===== src/balanced_queue_pair_macros.svh =====
// Assertion helpers for the balanced queue pair.
`ifndef BALANCED_QUEUE_PAIR_MACROS_SVH
`define BALANCED_QUEUE_PAIR_MACROS_SVH

// Same-cycle implication, checked out of reset.
`define BQP_ASSERT_NOW(label, clk, rst_n, ante, cons) \
    label: assert property (@(posedge clk) disable iff (!rst_n) (ante) |-> (cons)) \
        else $error("bqp assertion failed");

// Next-cycle implication, checked out of reset.
`define BQP_ASSERT_NEXT(label, clk, rst_n, ante, cons) \
    label: assert property (@(posedge clk) disable iff (!rst_n) (ante) |=> (cons)) \
        else $error("bqp assertion failed");

`endif


===== src/bqp_pkg.sv =====
package bqp_pkg;

    localparam int ACTION_W    = 2;
    localparam int VALUE_W     = 32;
    localparam int EVENT_W     = 3;
    localparam int COUNT_W     = 5;
    localparam int CFG_INDEX_W = 2;
    localparam int CFG_DATA_W  = 5;
    localparam int LIMIT_W     = 4;
    localparam int REFILL_W    = 5;

    localparam logic [LIMIT_W-1:0]  OVERFLOW_LIMIT_RST     = 4'd10;
    localparam logic [LIMIT_W-1:0]  PARTNER_ROOM_LIMIT_RST = 4'd9;
    localparam logic [REFILL_W-1:0] REFILL_MIN_RST         = 5'd2;

    typedef enum logic [ACTION_W-1:0] {
        ACT_PUSH_FIRST,
        ACT_PUSH_SECOND,
        ACT_POP_FIRST,
        ACT_POP_SECOND
    } action_t;

    typedef enum logic [EVENT_W-1:0] {
        EV_NONE,
        EV_SPILL,
        EV_FULL,
        EV_REFILL,
        EV_EMPTY,
        EV_UNDER,
        EV_DROP
    } event_t;

    typedef enum logic [CFG_INDEX_W-1:0] {
        CFG_OVERFLOW_LIMIT,
        CFG_PARTNER_ROOM_LIMIT,
        CFG_REFILL_MIN
    } cfg_index_t;

    typedef struct packed {
        logic [LIMIT_W-1:0]  overflow_limit;
        logic [LIMIT_W-1:0]  partner_room_limit;
        logic [REFILL_W-1:0] refill_min;
    } limits_t;

    // per-cycle queue operation: push goes to the tail, pop drops the head
    typedef struct packed {
        logic push;
        logic pop;
    } fifo_op_t;

endpackage


===== src/bqp_if.sv =====
interface bqp_req_if;
    logic                                valid;
    logic                                ready;
    logic [bqp_pkg::ACTION_W-1:0]        action;
    logic signed [bqp_pkg::VALUE_W-1:0]  push_value;

    modport source (output valid, action, push_value, input ready);
    modport sink   (input valid, action, push_value, output ready);
endinterface

interface bqp_rsp_if;
    logic                                valid;
    logic                                ready;
    logic signed [bqp_pkg::VALUE_W-1:0]  pop_value;
    logic                                pop_valid;
    logic [bqp_pkg::EVENT_W-1:0]         event_res;
    logic                                event_queue;
    logic [bqp_pkg::COUNT_W-1:0]         first_count;
    logic [bqp_pkg::COUNT_W-1:0]         second_count;

    modport source (output valid, pop_value, pop_valid, event_res, event_queue,
                    first_count, second_count, input ready);
    modport sink   (input valid, pop_value, pop_valid, event_res, event_queue,
                    first_count, second_count, output ready);
endinterface

interface bqp_cfg_if;
    logic                                valid;
    logic                                ready;
    logic [bqp_pkg::CFG_INDEX_W-1:0]     index;
    logic [bqp_pkg::CFG_DATA_W-1:0]      data;

    modport source (output valid, index, data, input ready);
    modport sink   (input valid, index, data, output ready);
endinterface


===== src/bqp_fifo.sv =====
module bqp_fifo #(
    parameter int DEPTH      = 16,
    parameter int DATA_WIDTH = 32,
    parameter int PTR_W      = $clog2(DEPTH),
    parameter int SIZE_W     = $clog2(DEPTH + 1)
) (
    input  logic                  clk,
    input  logic                  rst_n,
    input  bqp_pkg::fifo_op_t     op,
    input  logic [DATA_WIDTH-1:0] push_data,
    output logic [DATA_WIDTH-1:0] head_data,
    output logic [SIZE_W-1:0]     size,
    output logic [SIZE_W-1:0]     size_next
);

    localparam logic [PTR_W:0]   DEPTH_P = (PTR_W + 1)'(DEPTH);
    localparam logic [PTR_W-1:0] LAST    = PTR_W'(DEPTH - 1);

    logic [DATA_WIDTH-1:0] mem_reg [DEPTH];
    logic [DATA_WIDTH-1:0] head_data_reg;
    logic [PTR_W-1:0]      head_reg;
    logic [PTR_W-1:0]      head_next;
    logic [SIZE_W-1:0]     size_reg;
    logic [PTR_W:0]        tail_sum;
    logic [PTR_W-1:0]      tail_addr;

    // tail is taken from the state before this cycle's pop
    assign tail_sum  = {1'b0, head_reg} + (PTR_W + 1)'(size_reg);
    assign tail_addr = (tail_sum >= DEPTH_P) ? PTR_W'(tail_sum - DEPTH_P) : PTR_W'(tail_sum);

    always_comb
    begin
        head_next = head_reg;
        if (op.pop)
        begin
            head_next = (head_reg == LAST) ? '0 : head_reg + 1'b1;
        end
        case ({op.push, op.pop})
            2'b10:   size_next = size_reg + 1'b1;
            2'b01:   size_next = size_reg - 1'b1;
            default: size_next = size_reg;
        endcase
    end

    always_ff @(posedge clk or negedge rst_n)
    begin
        if (!rst_n)
        begin
            head_reg <= '0;
            size_reg <= '0;
        end
        else
        begin
            head_reg <= head_next;
            size_reg <= size_next;
        end
    end

    // head word is prefetched every cycle; a write to the new head slot bypasses
    always_ff @(posedge clk)
    begin
        if (op.push)
        begin
            mem_reg[tail_addr] <= push_data;
        end
        if (op.push && tail_addr == head_next)
        begin
            head_data_reg <= push_data;
        end
        else
        begin
            head_data_reg <= mem_reg[head_next];
        end
    end

    assign head_data = head_data_reg;
    assign size      = size_reg;

endmodule


===== src/bqp_cfg_regs.sv =====
module bqp_cfg_regs (
    input  logic              clk,
    input  logic              rst_n,
    bqp_cfg_if.sink           cfg,
    output bqp_pkg::limits_t  limits
);

    bqp_pkg::limits_t limits_reg;

    assign cfg.ready = 1'b1;
    assign limits    = limits_reg;

    always_ff @(posedge clk or negedge rst_n)
    begin
        if (!rst_n)
        begin
            limits_reg.overflow_limit     <= bqp_pkg::OVERFLOW_LIMIT_RST;
            limits_reg.partner_room_limit <= bqp_pkg::PARTNER_ROOM_LIMIT_RST;
            limits_reg.refill_min         <= bqp_pkg::REFILL_MIN_RST;
        end
        else if (cfg.valid)
        begin
            case (bqp_pkg::cfg_index_t'(cfg.index))
                bqp_pkg::CFG_OVERFLOW_LIMIT:
                    limits_reg.overflow_limit <= cfg.data[bqp_pkg::LIMIT_W-1:0];
                bqp_pkg::CFG_PARTNER_ROOM_LIMIT:
                    limits_reg.partner_room_limit <= cfg.data[bqp_pkg::LIMIT_W-1:0];
                bqp_pkg::CFG_REFILL_MIN:
                    limits_reg.refill_min <= cfg.data[bqp_pkg::REFILL_W-1:0];
                default:
                    ;
            endcase
        end
    end

endmodule


===== src/balanced_queue_pair.sv =====
// A word's result goes from the input register into the output register once that is free.
// Throughput: one word per cycle while the response side does not stall; each queue updates
// head, size and its prefetched head word (registered read of the queue memory) together.
// Reset (async, active low): both queues empty, limits back to 10 / 9 / 2.
// Queue memories are not cleared; no clearing pass, the block is ready right out of reset.
`include "balanced_queue_pair_macros.svh"

module balanced_queue_pair #(
    parameter int DEPTH      = 16,
    parameter int DATA_WIDTH = 32
) (
    input logic       clk,
    input logic       rst_n,
    bqp_req_if.sink   req,
    bqp_rsp_if.source rsp,
    bqp_cfg_if.sink   cfg
);

    localparam int SIZE_W = $clog2(DEPTH + 1);
    localparam logic [SIZE_W-1:0] DEPTH_S = SIZE_W'(DEPTH);

    bqp_pkg::limits_t   limits;

    // input register
    logic                           in_valid_reg;
    bqp_pkg::action_t               action_reg;
    logic [bqp_pkg::VALUE_W-1:0]    push_value_reg;

    // output register
    logic                           out_valid_reg;
    logic [bqp_pkg::VALUE_W-1:0]    pop_value_reg;
    logic                           pop_valid_reg;
    bqp_pkg::event_t                event_res_reg;
    logic                           event_queue_reg;
    logic [bqp_pkg::COUNT_W-1:0]    first_count_reg;
    logic [bqp_pkg::COUNT_W-1:0]    second_count_reg;

    logic                           exec;
    logic                           q_sel;
    logic                           is_pop;

    bqp_pkg::fifo_op_t              a_op, b_op;
    bqp_pkg::fifo_op_t              first_op, second_op;
    logic [DATA_WIDTH-1:0]          a_data, b_data;
    logic [DATA_WIDTH-1:0]          first_data, second_data;
    logic [DATA_WIDTH-1:0]          first_head, second_head;
    logic [DATA_WIDTH-1:0]          a_head, b_head;
    logic [DATA_WIDTH-1:0]          push_ext;
    logic [SIZE_W-1:0]              first_size, second_size;
    logic [SIZE_W-1:0]              first_size_next, second_size_next;
    logic [SIZE_W-1:0]              a_size, b_size;
    logic [SIZE_W:0]                a_size_inc;
    logic [DATA_WIDTH-1:0]          pop_val;
    logic                           pop_vld;
    bqp_pkg::event_t                ev;
    logic [SIZE_W:0]                total_size;
    logic                           sizes_in_range;
    logic                           push_kept;
    logic                           under_seen;

    bqp_cfg_regs u_cfg (
        .clk    (clk),
        .rst_n  (rst_n),
        .cfg    (cfg),
        .limits (limits)
    );

    bqp_fifo #(
        .DEPTH      (DEPTH),
        .DATA_WIDTH (DATA_WIDTH)
    ) u_first (
        .clk       (clk),
        .rst_n     (rst_n),
        .op        (first_op),
        .push_data (first_data),
        .head_data (first_head),
        .size      (first_size),
        .size_next (first_size_next)
    );

    bqp_fifo #(
        .DEPTH      (DEPTH),
        .DATA_WIDTH (DATA_WIDTH)
    ) u_second (
        .clk       (clk),
        .rst_n     (rst_n),
        .op        (second_op),
        .push_data (second_data),
        .head_data (second_head),
        .size      (second_size),
        .size_next (second_size_next)
    );

    assign exec      = in_valid_reg && (!out_valid_reg || rsp.ready);
    assign req.ready = !in_valid_reg || exec;

    assign q_sel  = (action_reg == bqp_pkg::ACT_PUSH_SECOND) ||
                    (action_reg == bqp_pkg::ACT_POP_SECOND);
    assign is_pop = (action_reg == bqp_pkg::ACT_POP_FIRST) ||
                    (action_reg == bqp_pkg::ACT_POP_SECOND);

    assign a_size     = q_sel ? second_size : first_size;
    assign b_size     = q_sel ? first_size : second_size;
    assign a_head     = q_sel ? second_head : first_head;
    assign b_head     = q_sel ? first_head : second_head;
    assign a_size_inc = {1'b0, a_size} + 1'b1;
    assign push_ext   = DATA_WIDTH'(push_value_reg);

    // a = addressed queue, b = partner
    always_comb
    begin
        a_op    = '0;
        b_op    = '0;
        a_data  = push_ext;
        b_data  = a_head;
        ev      = bqp_pkg::EV_NONE;
        pop_val = '0;
        pop_vld = 1'b0;
        if (!is_pop)
        begin
            if (a_size == DEPTH_S)
            begin
                ev = bqp_pkg::EV_DROP;
            end
            else
            begin
                a_op.push = 1'b1;
                if (a_size_inc > limits.overflow_limit)
                begin
                    if (b_size < limits.partner_room_limit && b_size != DEPTH_S)
                    begin
                        a_op.pop  = 1'b1;
                        b_op.push = 1'b1;
                        // with an empty queue the spilled head is the word just pushed
                        b_data    = (a_size == '0) ? push_ext : a_head;
                        ev        = bqp_pkg::EV_SPILL;
                    end
                    else
                    begin
                        ev = bqp_pkg::EV_FULL;
                    end
                end
            end
        end
        else
        begin
            if (a_size == '0)
            begin
                ev = bqp_pkg::EV_UNDER;
            end
            else
            begin
                a_op.pop = 1'b1;
                pop_val  = a_head;
                pop_vld  = 1'b1;
                if (a_size == SIZE_W'(1))
                begin
                    if (b_size >= limits.refill_min && b_size != '0)
                    begin
                        b_op.pop  = 1'b1;
                        a_op.push = 1'b1;
                        a_data    = b_head;
                        ev        = bqp_pkg::EV_REFILL;
                    end
                    else
                    begin
                        ev = bqp_pkg::EV_EMPTY;
                    end
                end
            end
        end
    end

    assign first_op    = exec ? (q_sel ? b_op : a_op) : '0;
    assign second_op   = exec ? (q_sel ? a_op : b_op) : '0;
    assign first_data  = q_sel ? b_data : a_data;
    assign second_data = q_sel ? a_data : b_data;

    always_ff @(posedge clk or negedge rst_n)
    begin
        if (!rst_n)
        begin
            in_valid_reg  <= 1'b0;
            out_valid_reg <= 1'b0;
        end
        else
        begin
            if (req.ready)
            begin
                in_valid_reg <= req.valid;
            end
            out_valid_reg <= exec || (out_valid_reg && !rsp.ready);
        end
    end

    always_ff @(posedge clk)
    begin
        if (req.valid && req.ready)
        begin
            action_reg     <= bqp_pkg::action_t'(req.action);
            push_value_reg <= req.push_value;
        end
        if (exec)
        begin
            pop_value_reg    <= bqp_pkg::VALUE_W'(pop_val);
            pop_valid_reg    <= pop_vld;
            event_res_reg    <= ev;
            event_queue_reg  <= (ev == bqp_pkg::EV_NONE) ? 1'b0 : q_sel;
            first_count_reg  <= bqp_pkg::COUNT_W'(first_size_next);
            second_count_reg <= bqp_pkg::COUNT_W'(second_size_next);
        end
    end

    assign rsp.valid        = out_valid_reg;
    assign rsp.pop_value    = pop_value_reg;
    assign rsp.pop_valid    = pop_valid_reg;
    assign rsp.event_res    = event_res_reg;
    assign rsp.event_queue  = event_queue_reg;
    assign rsp.first_count  = first_count_reg;
    assign rsp.second_count = second_count_reg;

    assign total_size     = {1'b0, first_size} + {1'b0, second_size};
    assign sizes_in_range = first_size <= DEPTH_S && second_size <= DEPTH_S;
    assign push_kept      = exec && !is_pop && ev != bqp_pkg::EV_DROP;
    assign under_seen     = exec && ev == bqp_pkg::EV_UNDER;

    `BQP_ASSERT_NOW(a_size_bound, clk, rst_n, 1'b1, sizes_in_range)
    `BQP_ASSERT_NEXT(a_push_adds_one, clk, rst_n, push_kept, total_size == $past(total_size) + 1'b1)
    `BQP_ASSERT_NEXT(a_under_keeps, clk, rst_n, under_seen, total_size == $past(total_size))
    `BQP_ASSERT_NOW(a_pop_has_word, clk, rst_n, exec && pop_vld, is_pop && a_size != '0)

endmodule


===== src/flat_wrapper.sv =====
// flat-port wrapper written by rule: the top's interface ports become plain ports
module balanced_queue_pair_flat 
#(
    parameter int DEPTH      = 16,
    parameter int DATA_WIDTH = 32
)
  (clk, rst_n, req_valid, req_action, req_push_value, req_ready, rsp_valid, rsp_pop_value, rsp_pop_valid, rsp_event_res, rsp_event_queue, rsp_first_count, rsp_second_count, rsp_ready, cfg_valid, cfg_index, cfg_data, cfg_ready);
  bqp_req_if req_i ();
  bqp_rsp_if rsp_i ();
  bqp_cfg_if cfg_i ();
  input logic clk;
  input logic rst_n;
  input wire logic [$bits(req_i.valid)-1:0] req_valid;
  input wire logic [$bits(req_i.action)-1:0] req_action;
  input wire logic [$bits(req_i.push_value)-1:0] req_push_value;
  output wire logic [$bits(req_i.ready)-1:0] req_ready;
  output wire logic [$bits(rsp_i.valid)-1:0] rsp_valid;
  output wire logic [$bits(rsp_i.pop_value)-1:0] rsp_pop_value;
  output wire logic [$bits(rsp_i.pop_valid)-1:0] rsp_pop_valid;
  output wire logic [$bits(rsp_i.event_res)-1:0] rsp_event_res;
  output wire logic [$bits(rsp_i.event_queue)-1:0] rsp_event_queue;
  output wire logic [$bits(rsp_i.first_count)-1:0] rsp_first_count;
  output wire logic [$bits(rsp_i.second_count)-1:0] rsp_second_count;
  input wire logic [$bits(rsp_i.ready)-1:0] rsp_ready;
  input wire logic [$bits(cfg_i.valid)-1:0] cfg_valid;
  input wire logic [$bits(cfg_i.index)-1:0] cfg_index;
  input wire logic [$bits(cfg_i.data)-1:0] cfg_data;
  output wire logic [$bits(cfg_i.ready)-1:0] cfg_ready;
  assign req_i.valid = req_valid;
  assign req_i.action = req_action;
  assign req_i.push_value = req_push_value;
  assign req_ready = req_i.ready;
  assign rsp_valid = rsp_i.valid;
  assign rsp_pop_value = rsp_i.pop_value;
  assign rsp_pop_valid = rsp_i.pop_valid;
  assign rsp_event_res = rsp_i.event_res;
  assign rsp_event_queue = rsp_i.event_queue;
  assign rsp_first_count = rsp_i.first_count;
  assign rsp_second_count = rsp_i.second_count;
  assign rsp_i.ready = rsp_ready;
  assign cfg_i.valid = cfg_valid;
  assign cfg_i.index = cfg_index;
  assign cfg_i.data = cfg_data;
  assign cfg_ready = cfg_i.ready;
  balanced_queue_pair #(.DEPTH(DEPTH), .DATA_WIDTH(DATA_WIDTH)) u_core (.clk(clk), .rst_n(rst_n), .req(req_i), .rsp(rsp_i), .cfg(cfg_i));
endmodule

===== config.mk =====
export PLATFORM = sky130hd
export DESIGN_NAME = balanced_queue_pair_flat
export DESIGN_NICKNAME = d
export VERILOG_FILES = /design/src/bqp_pkg.sv /design/src/bqp_if.sv /design/src/bqp_fifo.sv /design/src/bqp_cfg_regs.sv /design/src/balanced_queue_pair.sv /design/src/flat_wrapper.sv
export VERILOG_INCLUDE_DIRS = /design/src /design/src/src
export SDC_FILE = /design/constraint.sdc
export NUM_CORES = 1
export LEC_CHECK = 0
export ABC_AREA = 1
export BUFFER_PORTS_ARGS = -buffer_cell sky130_fd_sc_hd__buf_2
export CAP_MARGIN = 20
export CORE_MARGIN = 5
export CORE_UTILIZATION = 50
export DETAILED_ROUTE_END_ITERATION = 7
export PLACE_DENSITY = 0.68
export SKIP_LAST_GASP = 1
export SLEW_MARGIN = 30
export SYNTH_ARGS = -nofsm -noshare
export SYNTH_HDL_FRONTEND = slang
export SYNTH_SLANG_ARGS = --single-unit

===== constraint.sdc =====
create_clock -name clk -period 4.5 [get_ports clk]
set_input_delay 0 -clock clk [delete_from_list [all_inputs] [get_ports clk]]
set_output_delay 0 -clock clk [all_outputs]
set_load 0.02 [all_outputs]

* Yosys cells after proc, flatten, opt, wreduce, memory -nomap -nowiden
Memory sizes are Yosys's and may differ from the RTL's. A register that Yosys moved wholly into a read port is not among the register bits. Index checks and enable logic that the tools add are counted.
Operators by class: $add $sub $neg 11, order comparisons 5, equal/unequal tests 14, mux-type cells 50, bitwise operators 1, reduce and logical (&&, ||, !) cells 21
Operator list (count):
- 32-bit two-way mux | 13
- 4-bit two-way mux | 6
- 5-bit one-hot mux with 2 select lines | 2
- 3-bit two-way mux | 6
- 2-bit two-way mux | 8
- 1-bit two-way mux | 13
- 4-bit by 5-bit adder with 5-bit output | 2
- 5-bit by 1-bit adder with 5-bit output, second input constant | 2
- 2-bit equality test, second input constant | 5
- 5-bit greater-or-equal comparator, second input constant | 2
- 5-bit two-way mux | 2
- 5-bit by 1-bit subtractor with 5-bit output, second input constant | 2
- 4-bit by 1-bit adder with 4-bit output, second input constant | 2
- 2-bit by 1-bit equality test with 1-bit output, second input constant | 4
- 4-bit equality test, second input constant | 2
- 4-bit by 1-bit subtractor with 4-bit output, second input constant | 2
- 5-bit by 1-bit adder with 6-bit output, second input constant | 1
- 6-bit by 4-bit > comparator with 1-bit output | 1
- 2-bit AND reduction | 3
- 5-bit by 1-bit equality test with 1-bit output, second input constant | 1
- 5-bit equality test, second input constant | 1
- 5-bit greater-or-equal comparator | 1
- 1-bit logical AND | 5
- 5-bit zero test | 1
- other kinds (9) | 15
Word-level totals: register bits after elaboration 114, bits in writable memories 1024, input bits 46, output and inout port bits 50, word-level logic and storage cells 121, memories 2
Memory list:
- u_core.u_first.mem_reg | words 16, width 32, read ports 1, clocked after memory_dff 1, write ports 1, RTL line bqp_fifo.sv:19 | logic [DATA_WIDTH-1:0] mem_reg [DEPTH];
- u_core.u_second.mem_reg | words 16, width 32, read ports 1, clocked after memory_dff 1, write ports 1, RTL line bqp_fifo.sv:19

* Depth between registers and ports, before layout
depth after elaboration 13, depth in mapped cells 28, depth with buffers taken out 27

* Cells and area by module
Synthesis repeated with hierarchy kept, for this count alone.
Second synthesis, totals: cells, all modules 4373, area, all modules 50203.1 um2
By module, submodules not included:
- bqp_fifo at u_core.u_first | instances 1, cells each 1732, area each 21834.7 um2, seq. area each 15680.0 um2
- bqp_fifo at u_core.u_second | instances 1, cells each 1732, area each 21798.4 um2, seq. area each 15680.0 um2
- balanced_queue_pair | instances 1, cells each 846, area each 5988.2 um2, seq. area each 2482.4 um2
- bqp_cfg_regs | instances 1, cells each 63, area each 581.8 um2, seq. area each 331.6 um2

* Worst setup path before layout
No wires, ideal clock.
kind register to register, from reg u_core.action_reg[0], to mem u_core.u_second.mem_reg[14][0] (enable), setup time 461 ps, data arrival time 4510 ps, data required time 4039 ps, setup slack -471 ps, cell stages (with the launch flop) 20, path buffers 3, clock period less this slack 4971 ps, cells stage by stage edfxtp_1 > buf_4 > buf_6 > nand2_1 > nand2_2 > ha_1 > xnor2_1 > inv_1 > ha_1 > nand2_1 > nand2_1 > nand2_1 > nand2_1 > nand2_1 > nand2_4 > nand3_4 > nand2_2 > nand3_4 > buf_6 > nor3_1
On the way: longest elaborated chain between the ends 13, elaborated cells between the ends (all ways) 31, classes of those cells 1 x add/sub; 3 x order compare; 6 x eq/ne; 15 x mux; 6 x reduce/logical
RTL lines:
- start: declaration | RTL line balanced_queue_pair.sv:26 | bqp_pkg::action_t action_reg;
- start signal: assignment | RTL line balanced_queue_pair.sv:200 | action_reg <= bqp_pkg::action_t'(req.action);
- branches (longest 9 deep; another with 5-bit by 1-bit adder with 6-bit output)
- 2-bit two-way mux (*) (2 in a row) | RTL line balanced_queue_pair.sv:175 | assign second_op = exec ? (q_sel ? a_op : b_op) : '0;
- 1-bit two-way mux (*) | RTL line bqp_fifo.sv:62 | if (op.push)
- 1-bit two-way mux (implied by the code) (*) | RTL line bqp_fifo.sv:64 | mem_reg[tail_addr] <= push_data;
- end: declaration | RTL line bqp_fifo.sv:19
Mark *: on every way between the ends.

* Worst setup path after layout
from reg u_core.action_reg[0], to reg u_core.first_count_reg (netlist bit u_core.rsp.first_count[4]), data pin
On the way: longest elaborated chain between the ends 13, elaborated cells between the ends (all ways) 34, classes of those cells 1 x add/sub; 3 x order compare; 8 x eq/ne; 16 x mux; 6 x reduce/logical
RTL lines:
- branches (longest 9 deep; another with 5-bit by 1-bit adder with 6-bit output)
- 2-bit two-way mux (*) (2 in a row) | RTL line balanced_queue_pair.sv:174 | assign first_op = exec ? (q_sel ? b_op : a_op) : '0;
- 2-bit by 1-bit equality test with 1-bit output / 2-bit equality test (equally long branches) | RTL line bqp_fifo.sv:38 | case ({op.push, op.pop})
- 5-bit one-hot mux with 2 select lines (*) | RTL line bqp_fifo.sv:38
- via u_core.first_size_next[4] | RTL line balanced_queue_pair.sv:50 | logic [SIZE_W-1:0] first_size_next, second_size_next;
- end signal: assignment | RTL line balanced_queue_pair.sv:209 | first_count_reg <= bqp_pkg::COUNT_W'(first_size_next);
- end: declaration | RTL line balanced_queue_pair.sv:35 | logic [bqp_pkg::COUNT_W-1:0] first_count_reg;
Mark *: on every way through the listed nets, which the timed path passes. A chain may end at the register's enable or synchronous reset.

==> results.md <==
- Post-synthesis register bit count: 1146
- Number of synthesized flops with an enable pin: 1105
- Number of cell rows: 115
- GRT Overall Usage: 22.46%
- Clk Latency, worst-skew pair: 0.69 ns
- Endpoint class of the critical path: flip-flop
- Dominant cell by count in the synthesized netlist: sky130_fd_sc_hd__edfxtp_1
- Port Buf Inserts: 94
- Synthesized area per cell: 11.46 sq um
- Mapped cell area: 49400 sq um
- Number of diodes added for antenna fixing: 0
- DRT antenna net count: 0
- Routed wire per std cell: 20.89 microns
- Number of placed cells counting well taps: 5527
- Rel. slew slack: 34.59%
- # IOs: 96
- Family with the most delay on the worst path: simple AND/OR/NAND/NOR gates
- Data required, critical path: 4.92 ns
- 1st-pass router iterations: 6
- Clk Tree Root Cell: sky130_fd_sc_hd__clkbuf_16
- Largest stage delay on the critical path: 0.47 ns
- Area grow syn2layout: 13.55%
- Synth Instances: 4309
- Worst setup path class: reg -> reg
- Worst setup SP type: flip-flop
- Setup-failing EPs final: 0
- Die width: 324.3 microns
- Most used standard cells in the synthesized netlist: sky130_fd_sc_hd__edfxtp_1, sky130_fd_sc_hd__nand2_1, sky130_fd_sc_hd__inv_1, sky130_fd_sc_hd__nand3_1, sky130_fd_sc_hd__o21ai_0
- Library cell appearing most often on the critical path: sky130_fd_sc_hd__nand2_1
- DR vias: 32.93k
- TritonCTS clock tree: yes
- Final-report max-slew violation count: 0
- Run status: completed
- Core region area: 98280 sq um
- Fraction of synthesis flops using an asynchronous set or reset pin: 2.880%
- Leakage Power: 21.20 nW
- Standard cell with the maximum stage delay on the critical path: sky130_fd_sc_hd__edfxtp_1
- HPWL Detailed: 70.85 mm
- Syn nets: 4386
- Final instance count without filler cells: 5809
- Clock-pin slew reported for the worst setup and hold paths after clock tree synthesis: 0.06 ns
- Hold Worst Slack: 0.03539 ns
- Count of final hold-check violations: 0
- Via count of the first global-routing pass: 31.57k
- Maximum clock skew at final layout: 0.02402 ns
- Maximum capacitance violations: 0
- Vias per Instance: 5.669
- Arrival time worst endpoint: 4.57 ns
- Type of the most critical hold path: in -> reg
- Areal power density over the cells: 643.5 nW/um^2
- Top-area cell type share of the netlist area: 67.17%
- Wire length of the first global-routing pass: 184.6 mm
- Cell type with the largest total area after synthesis: sky130_fd_sc_hd__edfxtp_1
- Number of antenna violations at the first check in global routing: 1
- Utilization after layout: 57.08%
- Share of the cycle needed by the critical path after routing: 92.17%
- Startpoint of the most critical setup path: u_core.action_reg[0]$_DFFE_PP_
- CTS H-Tree Depth: 3
- Iter 0 DRT Violations: 3674
- Placer's final routability congestion estimate: 0.8748
- Initial Util: 50.27%
- Worst-path maximum fanout: 6
- Largest cells by area after synthesis: sky130_fd_sc_hd__edfxtp_1, sky130_fd_sc_hd__nand3_1, sky130_fd_sc_hd__nand2_1
- Height of the die: 324.3 microns
- Fin nets: 4498
- Number of buffers created by CTS: 114
- Top_reg_cell synth: sky130_fd_sc_hd__edfxtp_1
- Synth warnings: 0
- Startpoint of the worst-slack reg-to-reg timing path: u_core.action_reg[0]$_DFFE_PP_
- Portion of the post-synthesis area used by sequential elements: 69.18%
- Peak supply drop: 0.4888 mV
- Max Clock Freq: 241.1 MHz
- Worst min-delay path startpoint: req_push_value[5]
- Grt total ovfl: 0
- Minimum clock period after layout: 4.148 ns
- Total routed wirelength: 121.4 mm
- Clock sink total: 1146
- Filler cell count in the final layout: 7787
- Transition at the pin with the smallest max-transition slack: 0.9812 ns
- Die Area: 105200 sq um
- Buf/Inv on CP: 5
- Clock Path Buffers: 3
- Maximum number of pins on one net before global-route repair: 154
- Post-synth cell types: 39
- Ratio of cells with drive above 1 in the final layout: 10.37%
- DRC violation count after routing: 0
- RSZ-0062 raised after global routing: true
## worst paths after layout
check / to / slack [ns] / depth (start not counted)
setup / recovery: u_core.rsp.first_count[4]$_DFFE_PP_ / 0.35 / 25
hold / removal: u_core.push_ext[5]$_DFFE_PP_ / 0.04 / 2
setup reg to reg: u_core.rsp.first_count[4]$_DFFE_PP_ / 0.35 / 25
hold reg to reg: u_core.u_cfg.limits[6]$_DFFE_PN0P_ / 0.49 / 2
max in group asynchronous: u_core.u_second.size[0]$_DFF_PN0_ / 3.83 / 4
min in group asynchronous: u_core.u_cfg.limits[1]$_DFFE_PN1P_ / 0.47 / 3
## per-layer routing
metal | GRT usage (%) | vias up | wire length, microns
li1 | - | 15398 | -
met1 | 32.03 | 15922 | 51830
met4 | 7.585 | 0 | 4076
met5 | 0 | - | 0
met2 | 35.55 | 1392 | 55720
met3 | 3.726 | 221 | 9726
## cells by family after synthesis
family	share of synthesized area, %
adder cells (fa/ha/maj)	0.8155
AND/OR/NAND/NOR	12.58
flip-flops	69.18
other	0.007591
buffers and inverters	7.152
XOR/XNOR	0.3191
AO/OA/AOI/OAI	9.949
## worst register-to-register path: cells and delay by family (launching register included)
family | cells | cell delay [ns]
AOI/OAI and AO/OA | 6 | 0.72
buffers and inverters | 5 | 0.59
xor gates and xnor gates | 2 | 0.29
DFF | 1 | 0.47
adders and majority gates | 3 | 0.71
and+or+nand+nor | 9 | 1.14
## timing repair
| item | CTS | global route |
|---|---|---|
| setup buffers | 0 | 5 |
| endpoints found under the hold margin | 90 | 0 |
| setup endpoints to repair | 0 | 4 |
| hold buffers | 60 | 0 |
| resized for setup | 0 | 8 |
## area by class of cell
type / instances / area (sq um) / area share [%]
sequential: 1146 / 34190 / 60.96
multi-input combinational: 2272 / 11900 / 21.21
clock buffer: 138 / 3069 / 5.472
inverter: 626 / 2352 / 4.193
timing repair buffer: 261 / 2118 / 3.776
tap: 1287 / 1610 / 2.871
clock inverter: 79 / 853.3 / 1.521
## layout by cell type, fill, tap and decap left out, drive strengths merged, types with 5 or more instances in the layout
cell type,n
a21oi,267
buf,201
bufinv,16
clkbuf,138
clkinv,54
clkinvlp,7
dfrtp,28
dfstp,5
dfxtp,8
dlygate4sd3,59
edfxtp,1105
ha,29
inv,628
nand2,636
nand3,611
nand4,39
nor2,51
nor3,32
o211ai,258
o21ai,316
or2,5
xnor2,8
xor2,10
## per-stage QoR
step	total power, mW	setup TNS (ns)	worst slack, ns	area, sq um
final	36.10	0	0.3525	56090
after floorplan	22.35	-356.99	-0.4708	49410
after CTS	36.19	0	0.2218	56020
after global placement	26.12	0	0.2481	51480
after global routing	38.04	-0.007603	-0.007603	56090
after detailed placement	26.37	0	0.2509	51480
## where the power goes
group          internal [mW]  switching [mW]  total [mW]
Sequential              13.7           0.647        14.4
Clock                   5.78            3.98        9.76
Combinational           3.28            8.66        11.9
Total                   22.8            13.3        36.1
(Power assumes the default switching activity.)
